--- config.mk ---
export PLATFORM = sky130hd
export DESIGN_NAME = lif_length_field_codec_top
export DESIGN_NICKNAME = d
export VERILOG_FILES = /design/src/rtl/lif_pkg.sv /design/src/rtl/lif_classify.sv /design/src/rtl/lif_operand.sv /design/src/rtl/lif_multiply.sv /design/src/rtl/lif_length_field_codec_top.sv
export SDC_FILE = /design/constraint.sdc
export NUM_CORES = 1
export LEC_CHECK = 0
export BUFFER_PORTS_ARGS = -buffer_cell sky130_fd_sc_hd__buf_2
export CAP_MARGIN = 30
export CORE_ASPECT_RATIO = 1.2
export CORE_MARGIN = 2
export CORE_UTILIZATION = 25
export DETAILED_ROUTE_END_ITERATION = 12
export HOLD_SLACK_MARGIN = 0.06
export PLACE_DENSITY_LB_ADDON = 0.15
export REMOVE_ABC_BUFFERS = 1
export SLEW_MARGIN = 20
export SYNTH_ARGS = -nofsm -noshare
export SYNTH_HDL_FRONTEND = slang
export SYNTH_SLANG_ARGS = --single-unit
--- constraint.sdc ---
create_clock -name clk -period 25.6 [get_ports clk]
set_clock_uncertainty 0.2 [all_clocks]
set_input_delay 2.56 -clock clk [delete_from_list [all_inputs] [get_ports clk]]
set_output_delay 2.56 -clock clk [all_outputs]
set_load 0.05 [all_outputs]
--- src/rtl/lif_pkg.sv ---
`timescale 1ns / 1ps
// ----------------------------------------------------------------------------
// lif_pkg
// Shared types for the length-field codec pipeline: formula groups and the
// payload structs that travel between pipeline stages.
// ----------------------------------------------------------------------------
package lif_pkg;

  // Decode formula groups, chosen from the file type code
  typedef enum logic [2:0] {
    DC_NONE = 3'd0,  // unknown type
    DC_SECT = 3'd1,  // sectors times 256
    DC_NIB  = 3'd2,  // nibble count, rounded up to bytes
    DC_E0D0 = 3'd3,  // upper half word times 8
    DC_E0F0 = 3'd4,  // records times record length
    DC_REC8 = 3'd5,  // register count times 8 plus 1
    DC_E080 = 3'd6   // register count plus 1
  } dec_class_t;

  // Encode formula groups
  typedef enum logic [2:0] {
    EC_NONE = 3'd0,
    EC_NIB  = 3'd1,
    EC_E0D0 = 3'd2,
    EC_REC8 = 3'd3,
    EC_E080 = 3'd4
  } enc_class_t;

  localparam logic OP_DECODE = 1'b0;
  localparam logic OP_ENCODE = 1'b1;

  // Stage 1: request with its formula groups resolved
  typedef struct packed {
    logic        opcode;
    dec_class_t  dcls;
    enc_class_t  ecls;
    logic [31:0] sector_count;
    logic [31:0] general_purpose;
    logic [31:0] byte_count;
  } s1_t;

  // Stage 2: multiplier operands, non-multiply length, encode results
  typedef struct packed {
    logic        known;
    logic        use_mul;
    logic [15:0] mul_a;
    logic [15:0] mul_b;
    logic [39:0] alt_len;
    logic [31:0] gp_out;
    logic [24:0] sectors;
  } s2_t;

  // Stage 3: product registered
  typedef struct packed {
    logic        known;
    logic        use_mul;
    logic [31:0] product;
    logic [39:0] alt_len;
    logic [31:0] gp_out;
    logic [24:0] sectors;
  } s3_t;

endpackage

--- src/rtl/lif_classify.sv ---
`timescale 1ns / 1ps
// ----------------------------------------------------------------------------
// lif_classify
// First stage: map the file type code to its decode and encode formula group
// and register the request.
// ----------------------------------------------------------------------------
module lif_classify (
  input  logic               clk,
  input  logic               rst,
  input  logic               in_valid,
  output logic               in_ready,
  input  logic               opcode,
  input  logic [15:0]        type_code,
  input  logic [31:0]        sector_count,
  input  logic [31:0]        general_purpose,
  input  logic [31:0]        byte_count,
  output logic               out_valid,
  input  logic               out_ready,
  output lif_pkg::s1_t       out_data
);

  localparam logic [15:0] FT_LIF_DATA = 16'h0001;
  localparam logic [15:0] FT_BIN_RAW  = 16'h00ff;
  localparam logic [15:0] FT_DAT_REG  = 16'he020;
  localparam logic [15:0] FT_DAT_R30  = 16'he030;
  localparam logic [15:0] FT_DAT_R40  = 16'he040;
  localparam logic [15:0] FT_DAT_R50  = 16'he050;
  localparam logic [15:0] FT_DAT_R60  = 16'he060;
  localparam logic [15:0] FT_DAT_R70  = 16'he070;
  localparam logic [15:0] FT_KEYS     = 16'he080;
  localparam logic [15:0] FT_TEXT     = 16'he0d0;
  localparam logic [15:0] FT_TEXT_ALT = 16'he0d1;
  localparam logic [15:0] FT_RECS     = 16'he0f0;
  localparam logic [15:0] FT_RECS_ALT = 16'he0f1;
  localparam logic [15:0] FT_NIB_LO   = 16'he204;
  localparam logic [15:0] FT_NIB_HI   = 16'he20d;
  localparam logic [15:0] FT_NIB_EN1  = 16'he208;
  localparam logic [15:0] FT_NIB_EN2  = 16'he20c;
  localparam logic [15:0] FT_NIB2_LO  = 16'he214;
  localparam logic [15:0] FT_NIB2_HI  = 16'he217;
  localparam logic [15:0] FT_SECT_LO  = 16'he218;
  localparam logic [15:0] FT_SECT_HI  = 16'he21b;
  localparam logic [15:0] FT_LEX      = 16'he21c;
  localparam logic [15:0] FT_NIB_E222 = 16'he222;
  localparam logic [15:0] FT_NIB_E224 = 16'he224;
  localparam logic [15:0] FT_NIB_E22E = 16'he22e;

  lif_pkg::dec_class_t dcls;
  lif_pkg::enc_class_t ecls;

  always_comb begin
    if (type_code == FT_LIF_DATA || type_code == FT_TEXT_ALT ||
        (type_code >= FT_SECT_LO && type_code <= FT_SECT_HI)) begin
      dcls = lif_pkg::DC_SECT;
    end else if (type_code == FT_BIN_RAW ||
                 (type_code >= FT_NIB_LO && type_code <= FT_NIB_HI) ||
                 (type_code >= FT_NIB2_LO && type_code <= FT_NIB2_HI) ||
                 type_code == FT_LEX || type_code == FT_NIB_E222 ||
                 type_code == FT_NIB_E224 || type_code == FT_NIB_E22E) begin
      dcls = lif_pkg::DC_NIB;
    end else if (type_code == FT_TEXT) begin
      dcls = lif_pkg::DC_E0D0;
    end else if (type_code == FT_RECS || type_code == FT_RECS_ALT) begin
      dcls = lif_pkg::DC_E0F0;
    end else if (type_code == FT_DAT_REG || type_code == FT_DAT_R30 ||
                 type_code == FT_DAT_R40 || type_code == FT_DAT_R50 ||
                 type_code == FT_DAT_R60 || type_code == FT_DAT_R70) begin
      dcls = lif_pkg::DC_REC8;
    end else if (type_code == FT_KEYS) begin
      dcls = lif_pkg::DC_E080;
    end else begin
      dcls = lif_pkg::DC_NONE;
    end
  end

  always_comb begin
    if (type_code == FT_NIB_LO || type_code == FT_NIB_EN1 ||
        type_code == FT_NIB_EN2 || type_code == FT_NIB2_LO ||
        type_code == FT_LEX) begin
      ecls = lif_pkg::EC_NIB;
    end else if (type_code == FT_TEXT) begin
      ecls = lif_pkg::EC_E0D0;
    end else if (type_code == FT_DAT_R40 || type_code == FT_DAT_R50 ||
                 type_code == FT_DAT_R60 || type_code == FT_DAT_R70) begin
      ecls = lif_pkg::EC_REC8;
    end else if (type_code == FT_KEYS) begin
      ecls = lif_pkg::EC_E080;
    end else begin
      ecls = lif_pkg::EC_NONE;
    end
  end

  assign in_ready = !out_valid || out_ready;

  always_ff @(posedge clk) begin
    if (rst) begin
      out_valid <= 1'b0;
    end else if (in_ready) begin
      out_valid <= in_valid;
    end
  end

  always_ff @(posedge clk) begin
    if (in_ready && in_valid) begin
      out_data.opcode          <= opcode;
      out_data.dcls            <= dcls;
      out_data.ecls            <= ecls;
      out_data.sector_count    <= sector_count;
      out_data.general_purpose <= general_purpose;
      out_data.byte_count      <= byte_count;
    end
  end

endmodule

--- src/rtl/lif_operand.sv ---
`timescale 1ns / 1ps
// ----------------------------------------------------------------------------
// lif_operand
// Second stage: split the general-purpose bytes into multiplier operands or a
// direct length, and finish the encode word and sector count.
// ----------------------------------------------------------------------------
module lif_operand (
  input  logic         clk,
  input  logic         rst,
  input  logic         in_valid,
  output logic         in_ready,
  input  lif_pkg::s1_t in_data,
  output logic         out_valid,
  input  logic         out_ready,
  output lif_pkg::s2_t out_data
);

  lif_pkg::s2_t next;
  logic [7:0]   b0, b1, b2, b3;
  logic [24:0]  nib_sum;
  logic [31:0]  bc, bc_m1, bc_x2;

  assign b0 = in_data.general_purpose[31:24];
  assign b1 = in_data.general_purpose[23:16];
  assign b2 = in_data.general_purpose[15:8];
  assign b3 = in_data.general_purpose[7:0];
  assign bc = in_data.byte_count;
  assign bc_m1 = bc - 32'd1;
  assign bc_x2 = {bc[30:0], 1'b0};
  // nibble count is stored low byte first
  assign nib_sum = {1'b0, b2, b1, b0} + 25'd1;

  always_comb begin
    next = '0;
    if (in_data.opcode == lif_pkg::OP_DECODE) begin
      next.known = (in_data.dcls != lif_pkg::DC_NONE);
      case (in_data.dcls)
        lif_pkg::DC_SECT: next.alt_len = {in_data.sector_count, 8'h00};
        lif_pkg::DC_NIB:  next.alt_len = {16'h0000, nib_sum[24:1]};
        lif_pkg::DC_E0D0: next.alt_len = {21'h0, in_data.general_purpose[31:16], 3'b000};
        lif_pkg::DC_E0F0: begin
          next.use_mul = 1'b1;
          next.mul_a   = {b1, b0};
          next.mul_b   = {b3, b2};
        end
        lif_pkg::DC_REC8: next.alt_len = {21'h0, b0, b1, 3'b001};
        lif_pkg::DC_E080: next.alt_len = 40'({b0, b1}) + 40'd1;
        default:          next.alt_len = '0;
      endcase
    end else begin
      case (in_data.ecls)
        lif_pkg::EC_NIB:  next.gp_out = {bc_x2[7:0], bc_x2[15:8], bc_x2[23:16], bc_x2[31:24]};
        lif_pkg::EC_E0D0: next.gp_out = {bc[21:3], 13'h0000};
        lif_pkg::EC_REC8: next.gp_out = {bc_m1[18:3], 16'h0000};
        lif_pkg::EC_E080: next.gp_out = {bc_m1[15:0], 16'h0000};
        default:          next.gp_out = '0;
      endcase
      // round up to whole sectors; zero bytes give zero sectors
      next.sectors = (bc == 32'd0) ? 25'd0 : ({1'b0, bc_m1[31:8]} + 25'd1);
    end
  end

  assign in_ready = !out_valid || out_ready;

  always_ff @(posedge clk) begin
    if (rst) begin
      out_valid <= 1'b0;
    end else if (in_ready) begin
      out_valid <= in_valid;
    end
  end

  always_ff @(posedge clk) begin
    if (in_ready && in_valid) begin
      out_data <= next;
    end
  end

endmodule

--- src/rtl/lif_multiply.sv ---
`timescale 1ns / 1ps
// ----------------------------------------------------------------------------
// lif_multiply
// Third stage: 16 by 16 record-size product, other fields carried along.
// ----------------------------------------------------------------------------
module lif_multiply (
  input  logic         clk,
  input  logic         rst,
  input  logic         in_valid,
  output logic         in_ready,
  input  lif_pkg::s2_t in_data,
  output logic         out_valid,
  input  logic         out_ready,
  output lif_pkg::s3_t out_data
);

  assign in_ready = !out_valid || out_ready;

  always_ff @(posedge clk) begin
    if (rst) begin
      out_valid <= 1'b0;
    end else if (in_ready) begin
      out_valid <= in_valid;
    end
  end

  always_ff @(posedge clk) begin
    if (in_ready && in_valid) begin
      out_data.known   <= in_data.known;
      out_data.use_mul <= in_data.use_mul;
      out_data.product <= 32'(in_data.mul_a) * 32'(in_data.mul_b);
      out_data.alt_len <= in_data.alt_len;
      out_data.gp_out  <= in_data.gp_out;
      out_data.sectors <= in_data.sectors;
    end
  end

endmodule

--- src/rtl/lif_length_field_codec_top.sv ---
`timescale 1ns / 1ps
// ----------------------------------------------------------------------------
// lif_length_field_codec_top
// Length-field codec for a directory entry: decodes the used byte length from
// the sector count and general-purpose bytes, or encodes the general-purpose
// word and sector count from a byte count, as picked by the file type.
// ----------------------------------------------------------------------------
//
//  channel | dir | tdata fields (low bit up)                      | tuser
//  --------+-----+------------------------------------------------+-----------
//  s_*     | in  | type_code, sector_count, general_purpose,      | opcode
//          |     | byte_count                                     |
//  m_*     | out | used_length, general_purpose_out, sectors_out  | type_known
//
//  One request per cycle sustained while m_tready stays high; a result is
//  registered in turn by the classify, operand, multiply and output
//  register stages before it is offered.
//  The 16 by 16 record-size multiply sets the depth of the middle stages.
//  rst is synchronous and empties every stage; payload registers keep junk.
//  Each stage holds while the one after it is full and stalled; an empty
//  stage fills even when the output is stalled, so bubbles squeeze out.
// ----------------------------------------------------------------------------
module lif_length_field_codec_top (
  input  logic         clk,
  input  logic         rst,
  input  logic         s_tvalid,
  output logic         s_tready,
  // [15:0] type_code, [47:16] sector_count, [79:48] general_purpose,
  // [111:80] byte_count
  input  logic [111:0] s_tdata,
  // [0] opcode
  input  logic         s_tuser,
  output logic         m_tvalid,
  input  logic         m_tready,
  // [39:0] used_length, [71:40] general_purpose_out, [96:72] sectors_out,
  // [103:97] zero
  output logic [103:0] m_tdata,
  // [0] type_known
  output logic         m_tuser
);

  logic         v1, v2, v3;
  logic         r2, r3, r4;
  lif_pkg::s1_t d1;
  lif_pkg::s2_t d2;
  lif_pkg::s3_t d3;
  logic [39:0]  used_length;
  logic         type_known;
  logic [31:0]  gp_out;
  logic [24:0]  sectors_out;

  // Classify the file type and register the request
  lif_classify u_classify (
    .clk             (clk),
    .rst             (rst),
    .in_valid        (s_tvalid),
    .in_ready        (s_tready),
    .opcode          (s_tuser),
    .type_code       (s_tdata[15:0]),
    .sector_count    (s_tdata[47:16]),
    .general_purpose (s_tdata[79:48]),
    .byte_count      (s_tdata[111:80]),
    .out_valid       (v1),
    .out_ready       (r2),
    .out_data        (d1)
  );

  // Form operands, direct lengths and the encode results
  lif_operand u_operand (
    .clk       (clk),
    .rst       (rst),
    .in_valid  (v1),
    .in_ready  (r2),
    .in_data   (d1),
    .out_valid (v2),
    .out_ready (r3),
    .out_data  (d2)
  );

  // Record-size product
  lif_multiply u_multiply (
    .clk       (clk),
    .rst       (rst),
    .in_valid  (v2),
    .in_ready  (r3),
    .in_data   (d2),
    .out_valid (v3),
    .out_ready (r4),
    .out_data  (d3)
  );

  // Output register: pick the product or the direct length
  assign r4 = !m_tvalid || m_tready;

  always_ff @(posedge clk) begin
    if (rst) begin
      m_tvalid <= 1'b0;
    end else if (r4) begin
      m_tvalid <= v3;
    end
  end

  always_ff @(posedge clk) begin
    if (r4 && v3) begin
      used_length <= d3.use_mul ? {8'h00, d3.product} : d3.alt_len;
      type_known  <= d3.known;
      gp_out      <= d3.gp_out;
      sectors_out <= d3.sectors;
    end
  end

  assign m_tdata = {7'h00, sectors_out, gp_out, used_length};
  assign m_tuser = type_known;

  // A decoded result never carries encode fields
  assert property (@(posedge clk) disable iff (rst)
    m_tvalid && m_tuser |-> m_tdata[96:40] == 57'h0)
    else $error("known decode result with nonzero encode fields");

  // An encode result with sectors never carries a decoded length
  assert property (@(posedge clk) disable iff (rst)
    m_tvalid && m_tdata[96:72] != 25'h0 |-> m_tdata[39:0] == 40'h0 && !m_tuser)
    else $error("encode result with decoded length");

  // With the output empty every stage can advance, so input is open
  assert property (@(posedge clk) disable iff (rst)
    !m_tvalid |-> s_tready)
    else $error("input stalled while output register empty");

  // A taken result leaves a slot, so the multiply stage result moves out
  assert property (@(posedge clk) disable iff (rst)
    m_tvalid && m_tready && v3 |=> m_tvalid)
    else $error("pending result lost at output");

endmodule

==> results.yml, run 1 <==
die:
  die-area_mm2: 0.110
  dieWidth_um: 303
  io_pins: 224
  start_util_pct: 25.2
  core_mm2: 0.106
  core.rowCount: 131
  die_h_um: 362
routing:
  dr.pass1.iters: 8
  wl_um: 77200
  drt_iter0_drc: 1285
  detail_route.wl_per_cell_um: 20.3
  drc: 0
  drt-vias-per-instance: 4.39
  via_count: 16700
  ant_nets: 0
timing:
  tightestPinTransition_ns: 1.05
  slew_violations: 0
  rsz0062_at_grt: "no"
  fin_crit_sh_pct: 28.0
  final_hold_viol_count: 0
  slew_headroom_pct: 30.2
  fin_crit_ns: 7.16
  final.setup.tns_ns: 0
  finalSetupViolations: 0
  hold_slack_ns: 0.179
  fmax_mhz: 140
power:
  swShare_pct: 23.7
  p_switching_uw: 425
  p_comb_share_pct: 5.0
  p_int_uw: 1370
  cellPowerDensity_mw_per_mm2: 57.0
  vdd_drop_max_mv: 0.0629
  leakagePower_uw: 0.0129
  p_clk_share_pct: 45.5
  seq_power_share_pct: 49.5
logic_synthesis:
  ys_async_sr_fraction_pct: 0
  netlist.area_leader.share_pct: 52.0
  ys_ff_latch: 467
  synth_edf_count: 463
  syn_avg_cell_area_um2: 12.4
  netlist_instances: 2149
  ys_warn_count: 0
  synth_top_cell_by_area: "edfxtp_1"
  synth_area_mm2: 0.0267
  ys_seq_area_share_pct: 52.3
  netlist-cell-type-count: 67
  ys.flop_type: "edfxtp_1"
  yosys-top-cells-area: "edfxtp_1 (52%), fa_1 (15%), ha_1 (5.1%), and2_1 (4.1%), inv_1 (3.5%)"
critical_path:
  rr_startpoint: "u_operand.out_data[116]"
  worst-setup-path-type: "reg -> reg"
  rr_endpoint: "u_multiply.out_data[123]"
  critPathCaptureType: "flop"
  ff2ff_path_depth: 21
  cp_max_fo: 16
  critical_path_required_ns: 25.74
  cp.arrival_ns: 7.31
  cp-endpoint: "u_multiply.out_data[123]"
  start_kind: "flop"
  critPathLaunch: "u_operand.out_data[116]"
  worst-r2r-setup-slack_ns: 18.44
flow_run:
  drv_cap: 0
global_routing:
  grt_pass1_wl_um: 115000
  first_global_vias: 18000
  gr-total-overflow: 0
  grt_max_degree: 132
  track_usage_pct: 14.2
  antenna_found_initial: 20
clock_tree:
  cts_tree: "built"
  cts_max_path_buffers: 3
  cts.sinks: 467
  cts_buffers: 56
  clockRootBuffer: "clkbuf_16"
  insertion_delay_ns: 0.67
  postCtsSetupBuffers: 0
  clkTransAtPathRegs_ns: 0.06
  cts_resized: 0
  htree_levels: 2
  holdBufCountCts: 0
place:
  numPortBuffers: 216
  detailed_place_hpwl_um: 57400
  gp_congestion: 0.829
final_layout:
  nets: 2778
  drive_gt1_share_pct: 16.0
  nFillCells: 10900
  areaGrowthSynthToFinish_pct: 17.4
outcome:
  status: "complete, no violations"
min_path:
  hold_path_class: "reg -> reg"
-- cell families after synthesis --
kind of cell	Yosys count	share of synthesized area, %
AO/OA/AOI/OAI	192	4.86
XOR/XNOR	110	3.63
adder cells (fa/ha/maj)	302	19.6
buffers and inverters	347	5.02
flip-flops	467	52.3
multiplexers	36	1.52
other	1	0.0140
AND/OR/NAND/NOR	694	13.1
-- layout make-up --
class                      count  area [um^2]  area share [%]
sequential                   467        14000            44.5
multi-input combinational   1341        11500            36.7
tap                         1396         1750            5.56
clock buffer                  63         1430            4.55
timing repair buffer         242         1330            4.22
inverter                     251          942            3.00
clock inverter                39          449            1.43
antenna                        6         15.0          0.0478
-- cell usage in the layout, fill, tap and decap left out, types with 6 or more instances in the layout --
cell type,count
clkinv_2,7
or3_1,9
xor2_1,33
nor3_1,28
a221oi_1,11
clkinv_1,15
a21o_1,6
or4_1,7
clkbuf_1,7
o21ai_0,23
clkbuf_16,56
edfxtp_1,463
conb_1,7
nand2b_1,6
nand4_1,12
nor2b_1,16
o22ai_1,6
mux2_2,32
xnor2_1,76
nor2_1,120
nand3_1,23
inv_1,251
nand2_1,230
a22oi_1,23
a21oi_1,62
and2_1,177
bufinv_16,7
diode_2,6
or2_2,7
nor3b_1,7
buf_2,217
and3_1,9
buf_4,21
nor4_1,15
fa_1,194
a222oi_1,14
ha_1,108
-- how the worst min path moves through the flow --
stage	slack [ns]	depth (start not counted)	startpoint	to
after floorplan	0.20	0	u_multiply.out_data[25]	gp_out[0]
after global placement	0.20	0	u_operand.out_data[92]	u_multiply.out_data[92]
after detailed placement	0.20	0	u_multiply.out_data[47]	gp_out[22]
after CTS	0.17	0	u_operand.out_data[74]	u_multiply.out_data[74]
after global routing	0.20	0	u_operand.out_data[74]	u_multiply.out_data[74]
final	0.18	0	u_operand.out_data[74]	u_multiply.out_data[74]
-- routing by layer --
metal	global-route usage [%]	share of wire [%]
met5	0	0.18
met3	3.33	6.3
met4	5.70	3.8
met1	16.7	40
met2	24.8	50
-- critical path, cell delays in order, from the launching register on --
cell,delay (ns)
edfxtp_1,0.77
nand2_1,0.18
fa_1,0.59
inv_1,0.06
fa_1,0.49
inv_1,0.12
fa_1,0.39
inv_1,0.08
fa_1,0.44
fa_1,0.54
inv_1,0.05
fa_1,0.53
inv_1,0.05
ha_1,0.37
nand3_1,0.21
a21oi_1,0.25
o211ai_1,0.24
a2111oi_0,0.47
buf_4,0.22
o21ai_0,0.13
a21boi_0,0.28
o211ai_1,0.17
-- registers in the layout (all words and copies together) (netlist names), 25 cells and up --
name                 count
sectors_out             25
gp_out                  32
used_length             40
u_operand.out_data     131
u_multiply.out_data    131
u_classify.out_data    103
-- through the flow --
stage	worst slack [ns]	total power, uW	instances	util [%]	cell area, um^2
floorplan	12.48	948	2059	-	26400
global placement	18.44	991	3691	27.7	29400
detailed placement	18.38	992	3695	27.8	29500
CTS	18.31	1820	3797	29.5	31400
global route	17.95	1860	3803	29.6	31400
finish	18.44	1790	3805	29.6	31400
-- synthesized netlist by cell type, types with 3 or more instances --
cell and count:
a2111oi_0 3, nor3b_1 9, edfxtp_1 463, nor3_1 28, nand3b_1 4, a211oi_1 4
nand2b_1 6, xnor2_1 76, a31o_2 3, ha_1 108, a21o_1 6, mux2i_1 3
nor4b_1 5, o21ai_0 23, nor2b_1 18, a21oi_1 63, or4_1 7, buf_4 7
and3_1 9, dfxtp_1 4, o41ai_1 3, or3_1 9, nor2_1 120, a222oi_1 14
fa_1 194, nand2_1 230, a22oi_1 23, and2_1 177, o31ai_1 5, a31oi_1 4
xor2_1 33, clkbuf_1 83, o22ai_1 6, buf_1 4, a221oi_1 11, nand3_1 23
or4_4 4, nand4b_1 3, nor4_1 15, mux2_2 32, inv_1 251, or2_2 7
o211ai_1 5, nand4_1 12
-- power groups by stage --
stage          Clock (uW)  Sequential, uW  Combinational [uW]
2_1_floorplan           0             901                47.7
3_3_place_gp            0             903                88.7
3_5_place_dp            0             902                90.1
4_1_cts               844             887                90.8
5_1_grt               873             888                98.2
6_report              815             886                89.0
No activity file was read; power rests on OpenSTA's default activity.
==> run 2, diff against run 1 <==
--- a/config.mk
+++ b/config.mk
@@ -5,6 +5,7 @@
 export SDC_FILE = /design/constraint.sdc
 export NUM_CORES = 1
 export LEC_CHECK = 0
+export ABC_AREA = 1
 export BUFFER_PORTS_ARGS = -buffer_cell sky130_fd_sc_hd__buf_2
 export CAP_MARGIN = 30
 export CORE_ASPECT_RATIO = 1.2
==> constraint.sdc (replaced) <==
create_clock -name clk -period 7.4 [get_ports clk]
set_clock_uncertainty 0.2 [all_clocks]
set_input_delay 0.74 -clock clk [delete_from_list [all_inputs] [get_ports clk]]
set_output_delay 0.74 -clock clk [all_outputs]
set_load 0.05 [all_outputs]
==> results.yml, run 2 <==
outcome:
  status: "complete, no violations"
timing:
  final_hold_viol_count: 0
  slew_violations: 0
  fin_crit_sh_pct: 92.7
  fmax_mhz: 146
  fin_crit_ns: 6.86
  worst_slack_ns: 0.543
  slew_headroom_pct: 35.2
  tightestPinTransition_ns: 0.972
  final.setup.tns_ns: 0
  finalSetupViolations: 0
  rsz0062_at_grt: "no"
power:
  cellPowerDensity_mw_per_mm2: 415
  p_clk_share_pct: 21.2
  p_comb_share_pct: 52.6
  vdd_drop_max_mv: 0.503
  totalPowerFinal_uw: 13600
  p_int_uw: 7580
  p_switching_uw: 6000
  seq_power_share_pct: 26.2
  swShare_pct: 44.2
  leakagePower_uw: 0.0142
logic_synthesis:
  ys_ff_latch: 467
  netlist.area_leader.share_pct: 50.4
  syn_avg_cell_area_um2: 10.6
  synth.most_common_cell: "inv_1"
  yosys-top-cells-area: "edfxtp_1 (50%), fa_1 (14%), inv_1 (7.1%), nand2_1 (6.9%), ha_1 (4.9%)"
  synth_common_cells: "inv_1 (521), nand2_1 (506), edfxtp_1 (463)"
  synth_area_mm2: 0.0276
  ys_seq_area_share_pct: 50.7
  netlist_instances: 2610
  synth_top_cell_by_area: "edfxtp_1"
  synth_edf_count: 463
  ys.flop_type: "edfxtp_1"
  ys_async_sr_fraction_pct: 0
  ys_warn_count: 0
  netlist-cell-type-count: 52
final_layout:
  fin_util_pct: 29.9
  nFillCells: 11400
  mostFrequentLayoutCell: "inv_1"
  layout_common_cells: "inv_1 (519), nand2_1 (506), edfxtp_1 (463)"
  multi_input_area_mm2: 0.0112
  reg_top3: "u_multiply.out_data x131, u_operand.out_data x131, u_classify.out_data x103"
  nets: 3289
  drive_gt1_share_pct: 14.8
  areaGrowthSynthToFinish_pct: 18.8
  register_area_mm2: 0.0140
  instances_no_fill: 4334
clock_tree:
  insertion_delay_ns: 0.65
  htree_levels: 2
  cts_buffers: 54
  cts.sinks: 467
  postCtsSetupBuffers: 0
  cts_max_path_buffers: 3
  clkTransAtPathRegs_ns: 0.06
  cts_tree: "built"
  clockRootBuffer: "clkbuf_16"
routing:
  detail_route.wl_per_cell_um: 20.6
  drc: 0
  ant_nets: 0
  drt_iter0_drc: 1059
  drt-vias-per-instance: 4.36
  via_count: 18900
  wl_um: 89400
  dr.pass1.iters: 5
die:
  core_mm2: 0.109
  core.rowCount: 133
  start_util_pct: 25.2
  io_pins: 224
  dieWidth_um: 307
  die-area_mm2: 0.113
  die_h_um: 368
global_routing:
  first_global_vias: 20400
  track_usage_pct: 15.8
  grt_pass1_wl_um: 132000
  antenna_found_initial: 7
  gr-total-overflow: 0
  grt_max_degree: 74
place:
  detailed_place_hpwl_um: 68400
  dp_cells: 4176
  gp_congestion: 0.879
  preCtsSetupSlack_ns: 0.512
  numPortBuffers: 216
critical_path:
  critical_path_required_ns: 7.58
  start_kind: "flop"
  rr_startpoint: "u_operand.out_data[102]"
  critPathCaptureType: "flop"
  cp_max_fo: 16
  cp.arrival_ns: 7.04
  worst-setup-path-type: "reg -> reg"
  worst-r2r-setup-slack_ns: 0.54
  ff2ff_path_depth: 20
  rr_endpoint: "u_multiply.out_data[128]"
min_path:
  hold_path_depth: 1
  min_delay_worst_endpoint: "u_classify.out_data[45]"
  hp-start: "s_tdata[61]"
  hold_path_class: "in -> reg"
flow_run:
  drv_cap: 0
run 2: cell count changes in the layout (fill, tap and decap cells not counted), sizes merged, moves of 54 or more:
cell and delta:
nor2 +129, dlygate4sd3 +54, and2 -176, nand2 +296, xnor2 -66, inv +284
run 2: layout make-up:
| cell class | instances | share of cell area (%) |
|---|---|---|
| Antenna cell | 1 | 0.00764 |
| Clock inverter | 45 | 1.68 |
| Inverter | 532 | 6.13 |
| Tap cell | 1417 | 5.41 |
| Multi-Input combinational cell | 1522 | 34.3 |
| Clock buffer | 57 | 4.22 |
| Timing Repair Buffer | 293 | 5.54 |
| Sequential cell | 467 | 42.7 |
run 2: routing by layer:
| layer | track usage, % | up-vias | part of all wire, % |
|---|---|---|---|
| met2 | 29.7 | 475 | 53 |
| met4 | 5.51 | 2 | 3.6 |
| met5 | 0 | - | 0.013 |
| met3 | 1.70 | 142 | 3.7 |
| met1 | 18.5 | 9362 | 40 |
| li1 | - | 8897 | - |
run 2: logic make-up (layout without fill, tap and decap cells):
kind of cell             count (synthesis)  in the layout  synth area share, %
adder cells (fa/ha/maj)                302            302                 19.0
other                                    1              8               0.0136
flip-flops                             467            467                 50.7
multiplexers                            32             32                 1.31
AO/OA/AOI/OAI                          220            220                 4.69
XOR/XNOR                                42             42                 1.46
buffers and inverters                  627            927                 8.65
AND/OR/NAND/NOR                        919            919                 14.2
run 2: how the worst max path moves through the flow:
stage | depth (start not counted) | startpoint | to
finish | 20 | u_operand.out_data[102] | u_multiply.out_data[128]
global route | 20 | u_operand.out_data[102] | u_multiply.out_data[128]
CTS | 18 | u_operand.out_data[100] | u_multiply.out_data[128]
detailed placement | 18 | u_operand.out_data[100] | u_multiply.out_data[128]
global placement | 20 | u_operand.out_data[102] | u_multiply.out_data[128]
floorplan | 8 | m_tready | u_classify.out_data[0]
run 2: critical path, cell delays in order, from the launching register on:
cell      delay, ns
edfxtp_1       0.98
nand2_1        0.11
inv_1          0.11
fa_1           0.43
inv_1          0.10
fa_1           0.41
fa_1           0.51
inv_1          0.04
ha_1           0.31
fa_1           0.54
inv_1          0.06
fa_1           0.53
inv_1          0.08
ha_1           0.37
a21oi_1        0.30
o21ai_0        0.14
a21oi_1        0.35
o21ai_0        0.33
nand2_1        0.17
nand2_1        0.13
xor2_1         0.39
run 2: per-stage QoR:
step	instance area (um^2)	hold slack (ns)
floorplan	27200	0.200
global placement	30300	0.201
detailed placement	30300	0.205
CTS	32700	0.0601
global route	32800	0.0657
finish	32800	0.105
run 2: what timing repair did:
| action | CTS | global route |
|---|---|---|
| resized for setup | 0 | 0 |
| hold endpoints to repair | 54 | 0 |
| hold buffers | 54 | 0 |
run 2: power by group through the flow:
stage / Sequential [uW] / Clock (uW) / Combinational (uW)
finish: 3550 / 2880 / 7150
global route: 3570 / 3080 / 8020
CTS: 3560 / 2990 / 7310
detailed placement: 3620 / 0 / 7210
global placement: 3620 / 0 / 7350
floorplan: 3580 / 0 / 4620
